===== src/hw/rtl/keyed_queue_lock_with_barriers_core_assert.svh =====
// Assertion macros for the keyed queue lock core.
// Bodies expect signals named clk and rst in the using scope.
`ifndef KEYED_QUEUE_LOCK_WITH_BARRIERS_CORE_ASSERT_SVH
`define KEYED_QUEUE_LOCK_WITH_BARRIERS_CORE_ASSERT_SVH

`ifndef ASSERT_OFF

`define KQL_ASSERT_SAME(label, ante, cons) \
  label: assert property (@(posedge clk) disable iff (rst) (ante) |-> (cons)) \
    else $error("keyed queue lock: same-cycle check failed");

`define KQL_ASSERT_NEXT(label, ante, cons) \
  label: assert property (@(posedge clk) disable iff (rst) (ante) |=> (cons)) \
    else $error("keyed queue lock: next-cycle check failed");

`else

`define KQL_ASSERT_SAME(label, ante, cons)

`define KQL_ASSERT_NEXT(label, ante, cons)

`endif

`endif


===== src/hw/rtl/kql_pkg.sv =====
`default_nettype none

package kql_pkg;

  localparam int SLOTS_DEF    = 16;
  localparam int KEY_BITS_DEF = 16;

  localparam int KIND_W  = 2;
  localparam int SLOT_W  = 4;
  localparam int CTX_W   = 16;
  localparam int ERR_W   = 2;
  localparam int IN_W    = 24;
  localparam int OUT_W   = 8;

  typedef enum logic [KIND_W-1:0] {
    OP_ACQUIRE    = 2'd0,
    OP_RELEASE    = 2'd1,
    OP_BAR_INSERT = 2'd2,
    OP_BAR_REMOVE = 2'd3
  } op_t;

  typedef enum logic [ERR_W-1:0] {
    ERR_OK       = 2'd0,
    ERR_BUSY     = 2'd1,
    ERR_NOT_HELD = 2'd2,
    ERR_ZERO_CTX = 2'd3
  } err_t;

  typedef struct packed {
    err_t              error;
    logic [SLOT_W-1:0] wake_slot;
    logic              wake_valid;
    logic              granted;
  } res_t;

endpackage

`default_nettype wire


===== src/hw/rtl/keyed_queue_lock_with_barriers_core.sv =====
// Channel  Dir  tvalid/tready  tdata (low bit up)                          tuser
// s_axis   in   beat per op    slot[3:0], context_req[19:4], zero [23:20]  kind[1:0]
// m_axis   out  beat per op    granted[0], wake_valid[1], wake_slot[5:2],  -
//                              error[7:6]
// One result beat per input beat; a beat goes input register -> lock table
// update and result register, one beat per cycle while m_axis is not stalled.
// The lock table and result are written in the same cycle as the beat leaves
// the input register, so the next beat always sees the updated table.
// Reset clears the slot in-use bits and both stage valids; no clearing pass.
// A stalled m_axis holds the result and backs up into s_axis after one beat.
`default_nettype none

`include "keyed_queue_lock_with_barriers_core_assert.svh"

module keyed_queue_lock_with_barriers_core #(
  parameter int SLOTS    = kql_pkg::SLOTS_DEF,
  parameter int KEY_BITS = kql_pkg::KEY_BITS_DEF
) (
  input  wire logic                      clk,
  input  wire logic                      rst,
  input  wire logic                      s_axis_tvalid,
  output logic                           s_axis_tready,
  // slot[3:0], context_req[19:4], zero pad
  input  wire logic [kql_pkg::IN_W-1:0]  s_axis_tdata,
  // kind[1:0]
  input  wire logic [kql_pkg::KIND_W-1:0] s_axis_tuser,
  output logic                           m_axis_tvalid,
  input  wire logic                      m_axis_tready,
  // granted, wake_valid, wake_slot[3:0], error[1:0]
  output logic [kql_pkg::OUT_W-1:0]      m_axis_tdata
);
  import kql_pkg::*;

  localparam int SW = $clog2(SLOTS);

  // input register
  logic              in_valid;
  op_t               in_kind;
  logic [SLOT_W-1:0] in_slot;
  logic [CTX_W-1:0]  in_ctx;

  // result register
  logic              out_valid;
  res_t              out_res;

  // lock table
  logic [SLOTS-1:0]    in_use, in_use_next;
  logic [SLOTS-1:0]    has_succ, has_succ_next;
  logic [SLOTS-1:0]    is_bar, is_bar_next;
  logic [SLOTS-1:0]    bar_fol, bar_fol_next;
  logic [SW-1:0]       succ [SLOTS];
  logic [SW-1:0]       succ_next [SLOTS];
  logic [KEY_BITS-1:0] key_tab [SLOTS];
  logic [KEY_BITS-1:0] key_tab_next [SLOTS];

  logic                fire;
  logic                out_free;
  logic                slot_ok;
  logic [SW-1:0]       s_idx;
  logic [KEY_BITS-1:0] key;
  logic                tail_found;
  logic [SW-1:0]       tail_idx;
  logic                pred_found;
  logic [SW-1:0]       pred_idx;
  logic [SW-1:0]       n_idx;
  logic                wake_s;
  logic                do_take;
  logic                take_bar;
  logic                do_free;
  logic                do_relink;
  res_t                res;

  assign out_free      = !out_valid || m_axis_tready;
  assign fire          = in_valid && out_free;
  assign s_axis_tready = !in_valid || out_free;
  assign m_axis_tvalid = out_valid;
  assign m_axis_tdata  = OUT_W'(out_res);

  assign slot_ok = (32'(in_slot) < SLOTS);
  assign s_idx   = SW'(in_slot);
  assign key     = KEY_BITS'(in_ctx);
  assign n_idx   = succ[s_idx];
  assign wake_s  = has_succ[s_idx] && (32'(n_idx) < SLOTS) &&
                   in_use[n_idx] && !is_bar[n_idx];

  // lowest-index tail of the requested key
  always_comb begin
    tail_found = 1'b0;
    tail_idx   = '0;
    for (int i = SLOTS - 1; i >= 0; i--) begin
      if (in_use[i] && key_tab[i] == key && !has_succ[i]) begin
        tail_found = 1'b1;
        tail_idx   = SW'(i);
      end
    end
  end

  // lowest-index predecessor of the addressed slot
  always_comb begin
    pred_found = 1'b0;
    pred_idx   = '0;
    for (int i = SLOTS - 1; i >= 0; i--) begin
      if (SW'(i) != s_idx && in_use[i] && has_succ[i] && succ[i] == s_idx) begin
        pred_found = 1'b1;
        pred_idx   = SW'(i);
      end
    end
  end

  // decode
  always_comb begin
    res       = '{error: ERR_OK, wake_slot: '0, wake_valid: 1'b0, granted: 1'b0};
    do_take   = 1'b0;
    take_bar  = 1'b0;
    do_free   = 1'b0;
    do_relink = 1'b0;
    if (!slot_ok) begin
      res.error = ERR_NOT_HELD;
    end else begin
      unique case (in_kind)
        OP_ACQUIRE: begin
          if (in_use[s_idx]) begin
            res.error = ERR_BUSY;
          end else if (key == '0) begin
            res.error = ERR_ZERO_CTX;
          end else begin
            res.granted = !tail_found;
            do_take     = 1'b1;
          end
        end
        OP_RELEASE: begin
          if (!in_use[s_idx] || is_bar[s_idx]) begin
            res.error = ERR_NOT_HELD;
          end else begin
            res.wake_valid = wake_s;
            res.wake_slot  = wake_s ? SLOT_W'(n_idx) : '0;
            do_free        = 1'b1;
          end
        end
        OP_BAR_INSERT: begin
          if (in_use[s_idx]) begin
            res.error = ERR_BUSY;
          end else begin
            do_take  = 1'b1;
            take_bar = 1'b1;
          end
        end
        OP_BAR_REMOVE: begin
          if (!in_use[s_idx] || !is_bar[s_idx]) begin
            res.error = ERR_NOT_HELD;
          end else begin
            do_free = 1'b1;
            if (pred_found) begin
              do_relink = 1'b1;
            end else begin
              res.wake_valid = wake_s;
              res.wake_slot  = wake_s ? SLOT_W'(n_idx) : '0;
            end
          end
        end
        default: res.error = ERR_NOT_HELD;
      endcase
    end
  end

  // table update
  always_comb begin
    in_use_next   = in_use;
    has_succ_next = has_succ;
    is_bar_next   = is_bar;
    bar_fol_next  = bar_fol;
    succ_next     = succ;
    key_tab_next  = key_tab;
    if (do_take) begin
      if (tail_found) begin
        succ_next[tail_idx]     = s_idx;
        has_succ_next[tail_idx] = 1'b1;
        if (take_bar) begin
          bar_fol_next[tail_idx] = 1'b1;
        end
      end
      in_use_next[s_idx]   = 1'b1;
      key_tab_next[s_idx]  = key;
      has_succ_next[s_idx] = 1'b0;
      succ_next[s_idx]     = '0;
      is_bar_next[s_idx]   = take_bar;
      bar_fol_next[s_idx]  = 1'b0;
    end
    if (do_relink) begin
      succ_next[pred_idx]     = succ[s_idx];
      has_succ_next[pred_idx] = has_succ[s_idx];
      if (bar_fol[s_idx]) begin
        bar_fol_next[pred_idx] = 1'b1;
      end
    end
    if (do_free) begin
      in_use_next[s_idx] = 1'b0;
      for (int i = 0; i < SLOTS; i++) begin
        if (in_use_next[i] && has_succ_next[i] && succ_next[i] == s_idx) begin
          has_succ_next[i] = 1'b0;
        end
      end
    end
  end

  always_ff @(posedge clk) begin
    if (rst) begin
      in_valid  <= 1'b0;
      out_valid <= 1'b0;
      in_use    <= '0;
    end else begin
      if (s_axis_tready) begin
        in_valid <= s_axis_tvalid;
      end
      if (fire) begin
        out_valid <= 1'b1;
        in_use    <= in_use_next;
      end else if (m_axis_tready) begin
        out_valid <= 1'b0;
      end
    end
  end

  always_ff @(posedge clk) begin
    if (s_axis_tvalid && s_axis_tready) begin
      in_kind <= op_t'(s_axis_tuser);
      in_slot <= s_axis_tdata[SLOT_W-1:0];
      in_ctx  <= s_axis_tdata[SLOT_W +: CTX_W];
    end
    if (fire) begin
      out_res  <= res;
      has_succ <= has_succ_next;
      is_bar   <= is_bar_next;
      bar_fol  <= bar_fol_next;
      succ     <= succ_next;
      key_tab  <= key_tab_next;
    end
  end

  `KQL_ASSERT_SAME(a_err_clean, fire && res.error != ERR_OK, !res.granted && !res.wake_valid && res.wake_slot == '0 && !do_take && !do_free)
  `KQL_ASSERT_SAME(a_grant_no_wake, fire && res.granted, !res.wake_valid && in_kind == OP_ACQUIRE)
  `KQL_ASSERT_NEXT(a_woken_held, fire && res.wake_valid, in_use[$past(n_idx)])
  `KQL_ASSERT_NEXT(a_taken_held, fire && do_take, in_use[$past(s_idx)])
  `KQL_ASSERT_NEXT(a_freed_clear, fire && do_free, !in_use[$past(s_idx)])

endmodule

`default_nettype wire

===== config.mk =====
export PLATFORM = sky130hd
export DESIGN_NAME = keyed_queue_lock_with_barriers_core
export DESIGN_NICKNAME = d
export VERILOG_FILES = /design/src/hw/rtl/kql_pkg.sv /design/src/hw/rtl/keyed_queue_lock_with_barriers_core.sv
export VERILOG_INCLUDE_DIRS = /design/src /design/src/hw/rtl
export SDC_FILE = /design/constraint.sdc
export NUM_CORES = 1
export LEC_CHECK = 0
export BUFFER_PORTS_ARGS = -buffer_cell sky130_fd_sc_hd__buf_2
export CORE_ASPECT_RATIO = 1.5
export CORE_MARGIN = 8
export CORE_UTILIZATION = 52
export CTS_CLUSTER_DIAMETER = 30
export CTS_CLUSTER_SIZE = 14
export DETAILED_ROUTE_END_ITERATION = 8
export GPL_TIMING_DRIVEN = 0
export HOLD_SLACK_MARGIN = 0.1
export PLACE_DENSITY = 0.68
export SLEW_MARGIN = 30
export SYNTH_ARGS = -nofsm -noshare
export SYNTH_HDL_FRONTEND = slang
export SYNTH_SLANG_ARGS = --single-unit

===== constraint.sdc =====
create_clock -name clk -period 12 [get_ports clk]
set_input_delay 1.8 -clock clk [delete_from_list [all_inputs] [get_ports clk]]
set_output_delay 1.8 -clock clk [all_outputs]
set_load 0.005 [all_outputs]

# Word level (Yosys, flattened, before mapping)

Index checks and enable logic that the tools add are counted.

Flip-flop bits (word level): 400
Logic and storage cells: 435
Bits of input ports: 30
Output and inout bits: 10

Mux-type cells: 147
Bitwise operators: 11
Equal/unequal tests: 66
Reduce and logical (&&, ||, !) cells: 154
$lt $le $gt $ge: 13

Operators by type and width:

| operator                                            | count |
|---|---|
| bitwise mux 256 bit                                 | 1 |
| == test 16 bit                                      | 16 |
| two-way mux 64 bit                                  | 4 |
| two-way mux 4 bit                                   | 38 |
| bitwise mux 64 bit                                  | 2 |
| == test 4 bit                                       | 32 |
| two-way mux 16 bit                                  | 8 |
| logical AND 1 bit                                   | 122 |
| two-way mux 1 bit                                   | 68 |
| AND 64 bit                                          | 1 |
| demux 16 bit (select 4 bit)                         | 1 |
| NOT 64 bit                                          | 1 |
| demux 4 bit (select 4 bit)                          | 3 |
| AND 16 bit                                          | 2 |
| bitwise mux 16 bit                                  | 2 |
| != test 4 bit (first input constant)                | 8 |
| OR 16 bit                                           | 2 |
| zero test 1 bit                                     | 22 |
| binary-select mux 1 bit (select 4 bit)              | 5 |
| < comparator 4 x 5 -> 1 bit (second input constant) | 4 |
| binary-select mux 4 bit (select 4 bit)              | 1 |
| zero test 16 bit                                    | 1 |
| != test 3 x 4 -> 1 bit (first input constant)       | 4 |
| NOT 16 bit                                          | 1 |
| 21 further kinds                                    | 42 |

# Depth between registers and ports, before layout

Depth after elaboration: 35
Depth in mapped cells: 17
Mapped depth without buffers: 11

# Worst setup path after synthesis

OpenSTA, ideal clock, no wires.

Path kind: input port to flip-flop
From: in m_axis_tready
To: reg is_bar[7], enable pin
Path buffers: 0
Data required time: 11.631 ns
Setup time: 0.369 ns
Stages: 6
Slack: 7.060 ns
Data arrival time: 4.572 ns
Cell sequence: nor2b_1 > nand2b_1 > inv_1 > nand2_1 > or2_2 > inv_1

Word-level cells in the longest chain between the ends: 3

Ends and longest elaborated chain:

| what                                 | line                                       | RTL |
|---|---|---|
| start: declaration                   | keyed_queue_lock_with_barriers_core.sv:28  | `input wire logic m_axis_tready,` |
| logical OR 1 bit                     | keyed_queue_lock_with_barriers_core.sv:73  | `assign out_free = !out_valid \|\| m_axis_tready;` |
| logical AND 1 bit                    | keyed_queue_lock_with_barriers_core.sv:74  | `assign fire = in_valid && out_free;` |
| net fire                             | keyed_queue_lock_with_barriers_core.sv:56  | `logic fire;` |
| AND reduction 2 bit (no source line) | -                                          |  |
| end signal: assignment               | keyed_queue_lock_with_barriers_core.sv:233 | `is_bar <= is_bar_next;` |
| end: declaration                     | keyed_queue_lock_with_barriers_core.sv:49  | `logic [SLOTS-1:0] is_bar, is_bar_next;` |

The timed path passes the listed nets, and every way through them passes these cells.
A chain may end at the register's enable or synchronous reset.

# Worst setup path after layout

From: reg in_ctx[5]
To: reg has_succ[15] (data pin)

Word-level cells in the longest chain between the ends: 35
Elaborated cells on any way between the ends: 116
Classes of those cells: order compare (4); eq/ne (17); mux (53); bitwise (5); reduce/logical (37)

Ends and longest elaborated chain:

| what                                                                                                   | line                                       | RTL |
|---|---|---|
| start: declaration                                                                                     | keyed_queue_lock_with_barriers_core.sv:40  | `logic [CTX_W-1:0] in_ctx;` |
| start signal: assignment                                                                               | keyed_queue_lock_with_barriers_core.sv:228 | `in_ctx <= s_axis_tdata[SLOT_W +: CTX_W];` |
| == test 16 bit                                                                                         | keyed_queue_lock_with_barriers_core.sv:91  | `if (in_use[i] && key_tab[i] == key && !has_succ[i]) begin` |
| logical AND 1 bit (2 in a row)                                                                         | keyed_queue_lock_with_barriers_core.sv:91  |  |
| two-way mux 4 bit (16 in a row)                                                                        | keyed_queue_lock_with_barriers_core.sv:91  |  |
| NOT 4 -> 5 bit (implied by the code)                                                                   | keyed_queue_lock_with_barriers_core.sv:176 | `succ_next[tail_idx] = s_idx;` |
| greater-or-equal comparator 5 bit (implied by the code) or < comparator 5 x 1 -> 1 bit (tied branches) | keyed_queue_lock_with_barriers_core.sv:176 |  |
| logical AND 1 bit (implied by the code)                                                                | keyed_queue_lock_with_barriers_core.sv:176 |  |
| two-way mux 4 bit (implied by the code)                                                                | keyed_queue_lock_with_barriers_core.sv:176 |  |
| demux 4 bit (select 4 bit)                                                                             | keyed_queue_lock_with_barriers_core.sv:176 |  |
| [... 4 more ...]                                                                                       | -                                          |  |
| two-way mux 64 bit                                                                                     | keyed_queue_lock_with_barriers_core.sv:174 | `if (do_take) begin` |
| bitwise mux 64 bit                                                                                     | keyed_queue_lock_with_barriers_core.sv:190 | `succ_next[pred_idx] = succ[s_idx];` |
| two-way mux 64 bit                                                                                     | keyed_queue_lock_with_barriers_core.sv:189 | `if (do_relink) begin` |
| == test 4 bit                                                                                          | keyed_queue_lock_with_barriers_core.sv:199 | `if (in_use_next[i] && has_succ_next[i] && succ_next[i] == s_idx) begin` |
| logical AND 1 bit                                                                                      | keyed_queue_lock_with_barriers_core.sv:199 |  |
| two-way mux 1 bit                                                                                      | keyed_queue_lock_with_barriers_core.sv:199 |  |
| two-way mux 16 bit (*)                                                                                 | keyed_queue_lock_with_barriers_core.sv:196 | `if (do_free) begin` |
| net has_succ_next[15]                                                                                  | keyed_queue_lock_with_barriers_core.sv:48  | `logic [SLOTS-1:0] has_succ, has_succ_next;` |
| end signal: assignment                                                                                 | keyed_queue_lock_with_barriers_core.sv:232 | `has_succ <= has_succ_next;` |
| end: declaration                                                                                       | keyed_queue_lock_with_barriers_core.sv:48  |  |

The timed path passes the listed nets; every way through them passes the cells marked *. The select of a mux whose other input is x is not followed.

==> flow_metrics.tcl <==
set metrics [dict create \
    ios 40 \
    final_max_slew_viol_count 0 \
    ant_nets 0 \
    tightest_slew_ps 1210 \
    drt-total-wl_um 108000 \
    fill_cells 3606 \
    hold_buffers 0 \
    final_common_cell "edfxtp_1" \
    regArea_mm2 0.0118 \
    avgViaCountPerCell 7.08 \
    clk_latency_ps 640 \
    dieArea_mm2 0.0521 \
    gp_congestion 1.07 \
    top_usage_layer "met2" \
    ys_types 91 \
    slew_headroom_pct 19.4 \
    wl_per_cell_um 37.1 \
    antenna_found_initial 2 \
    path_max_fanout 17 \
    post_cts_buffers 0 \
    layout_common_cells "edfxtp_1, xor2_1, nand2_1, xnor2_1, nor2_1" \
    cts-htree-levels 3 \
    max-vdd-ir-drop_uv 194 \
    setup_violations 0 \
    path_cells "clkbuf_1, buf_2, nor4_1, nand4_1, nand2b_1, and4_1, clkbuf_1, buf_1, buf_1, clkbuf_1, nand4_1, nand3_1, o21ai_1, a22oi_1" \
    vias 20600 \
    cp-start-kind "flip-flop" \
    cpPeakStageDelay_ps 1010 \
    fin_skew_ps 56.8 \
    p_leak_nw 9.10 \
    die_x_um 189 \
    dr.pass1.iters 9 \
    endpoint_kind "flip-flop" \
    ff2ff_setup_slack_ps 5120 \
    grtUsageTotal_pct 41.0 \
    finalCritPeriodShare_pct 57.3 \
    cp_data_required_time_ps 12430 \
    cts_sinks 400 \
    status "completed" \
    final.setup.worst_slack_ps 5120 \
    grt_overflow 0 \
    place_ws_ps 5020 \
    cts_tree "yes" \
    num_rows 95 \
    synth_cells 2142 \
    grt_util_met3_pct 10.8 \
    synth-main-ff-cell "edfxtp_1" \
    grt_pass1_wl_um 149000 \
    cts.reportedPaths.clkPinSlew_ps 60 \
    met2_usage_pct 65.4 \
    hold_viol 0 \
    grt_pass1_vias 20200 \
    drt_iter0_markers 2768 \
    cts_buffer_depth 3 \
    dieHeight_um 276 \
    area_delta_synth_final_pct 15.6 \
    io_buffers 34 \
    cp_slowest_cell "edfxtp_1" \
    nets 2293 \
    tns_ps 0 \
    synth_enable_flop_cells 382 \
    holdCritPathClass "reg -> reg" \
    arrival_ps 7310 \
    cpMostUsedCell "clkbuf_1" \
    synth_warnings 0 \
    core-area_mm2 0.0446 \
    use_met1_pct 42.9 \
    criticalPathCategory "reg -> reg" \
    drive_gt1_share_pct 14.5 \
    drc 0 \
    ys_ff_latch 400 \
    syn_area_mm2 0.0234 \
    start_util_pct 52.4 \
    rsz0062_at_grt "false" \
    design_area_mm2 0.0270 \
    cts-root-buf "clkbuf_16" \
    multi_input_area_mm2 0.0109 \
    grt_max_degree 64 \
    post_cts_resized 0 \
    max_freq_ghz 0.145 \
    dpl.hpwl_um 76300 \
    seq_area_frac_synth_pct 50.7 \
    powerDensity_mw_per_mm2 150 \
    dpl-instance-area_mm2 0.0245 \
    numCtsBuffers 72 \
    async_flop_share_pct 0 \
    post-route-min-period_ps 6880 \
    synth_nets 2172 \
    drv_cap 0 \
    syn_avg_cell_area_um2 10.9 \
]
-- metrics by stage --
| stage | total power, W | cells | hold WS, ps | utilization, % |
|---|---|---|---|---|
| after CTS | 0.00400 | 2901 | 542 | 60.4 |
| after global routing | 0.00409 | 2903 | 552 | 60.5 |
| after global placement | 0.00201 | 2758 | 501 | 54.4 |
| final | 0.00404 | 2907 | 542 | 60.6 |
| after floorplan | 0.00183 | 2142 | 479 | - |
| after detailed placement | 0.00202 | 2769 | 533 | 55.0 |
-- final timing paths --
| check | startpoint | end | cells past startpoint |
|---|---|---|---|
| max | in_ctx[5] | has_succ[15] | 14 |
| min | in_valid | m_axis_tvalid | 2 |
| max reg2reg | in_ctx[5] | has_succ[15] | 14 |
| min reg2reg | in_valid | m_axis_tvalid | 2 |
-- cell usage after synthesis, types with 22 or more instances --
| master | count | share of area [%] |
|---|---|---|
| nor4_1 | 72 | 1.9 |
| o21ai_0 | 71 | 1.5 |
| clkbuf_1 | 52 | 0.84 |
| xor2_1 | 183 | 6.9 |
| nand3_1 | 70 | 1.5 |
| nand2_1 | 175 | 2.8 |
| xnor2_1 | 135 | 5.1 |
| or2_2 | 22 | 0.59 |
| nand2b_1 | 33 | 0.88 |
| buf_2 | 37 | 0.79 |
| a21oi_1 | 85 | 1.8 |
| edfxtp_1 | 382 | 49 |
| inv_1 | 51 | 0.82 |
| a31oi_1 | 25 | 0.67 |
| nor2_1 | 131 | 2.1 |
| nand4_1 | 46 | 1.2 |
| mux2i_1 | 41 | 1.8 |
| mux4_2 | 23 | 2.2 |
| nor2b_1 | 32 | 0.86 |
| nor3_1 | 66 | 1.4 |
-- area by class of cell --
cell class | instances | area share, %
clock buffers | 82 | 7.08
flip-flops and latches | 400 | 43.8
plain buffers | 109 | 1.92
clock inverters | 50 | 1.91
well taps | 582 | 2.70
multi-input cells | 1579 | 40.5
repair buffers | 47 | 1.21
diodes | 4 | 0.0371
inverters | 54 | 0.770
-- layer usage --
metal	up-vias	wire length, µm
met5	-	0
met4	0	13000
met3	614	11600
met2	1729	49000
met1	9836	34200
li1	8399	-
-- power breakdown --
group	internal [W]	total (W)	switching, W
combinational	0.000115	0.000416	0.000301
clock	0.00119	0.00201	0.000823
sequential	0.00156	0.00161	0.0000475
-- cell families after synthesis --
| kind of cell | after synthesis | synth area share (%) |
|---|---|---|
| DFF | 400 | 50.7 |
| muxes | 84 | 4.94 |
| and+or+nand+nor | 792 | 18.4 |
| buffers and inverters | 163 | 3.01 |
| xor gates and xnor gates | 318 | 11.9 |
| AOI/OAI and AO/OA | 385 | 11.1 |
-- critical path: cells and delay by family, from the launching register on --
family                 cells  cell delay [ps]
AND/OR/NAND/NOR            6             1030
AO/OA/AOI/OAI              2              320
flip-flops                 1             1010
buffers and inverters      6             4260
-- registers in the layout, indices dropped and copies added, names as in the netlist, named ones only --
name	flops
in_kind	2
in_ctx	16
succ	64
in_slot	4
in_valid	1
is_bar	16
m_axis_tvalid	1
has_succ	16
key_tab	256
m_axis_tdata	8
(Power assumes the default switching activity.)
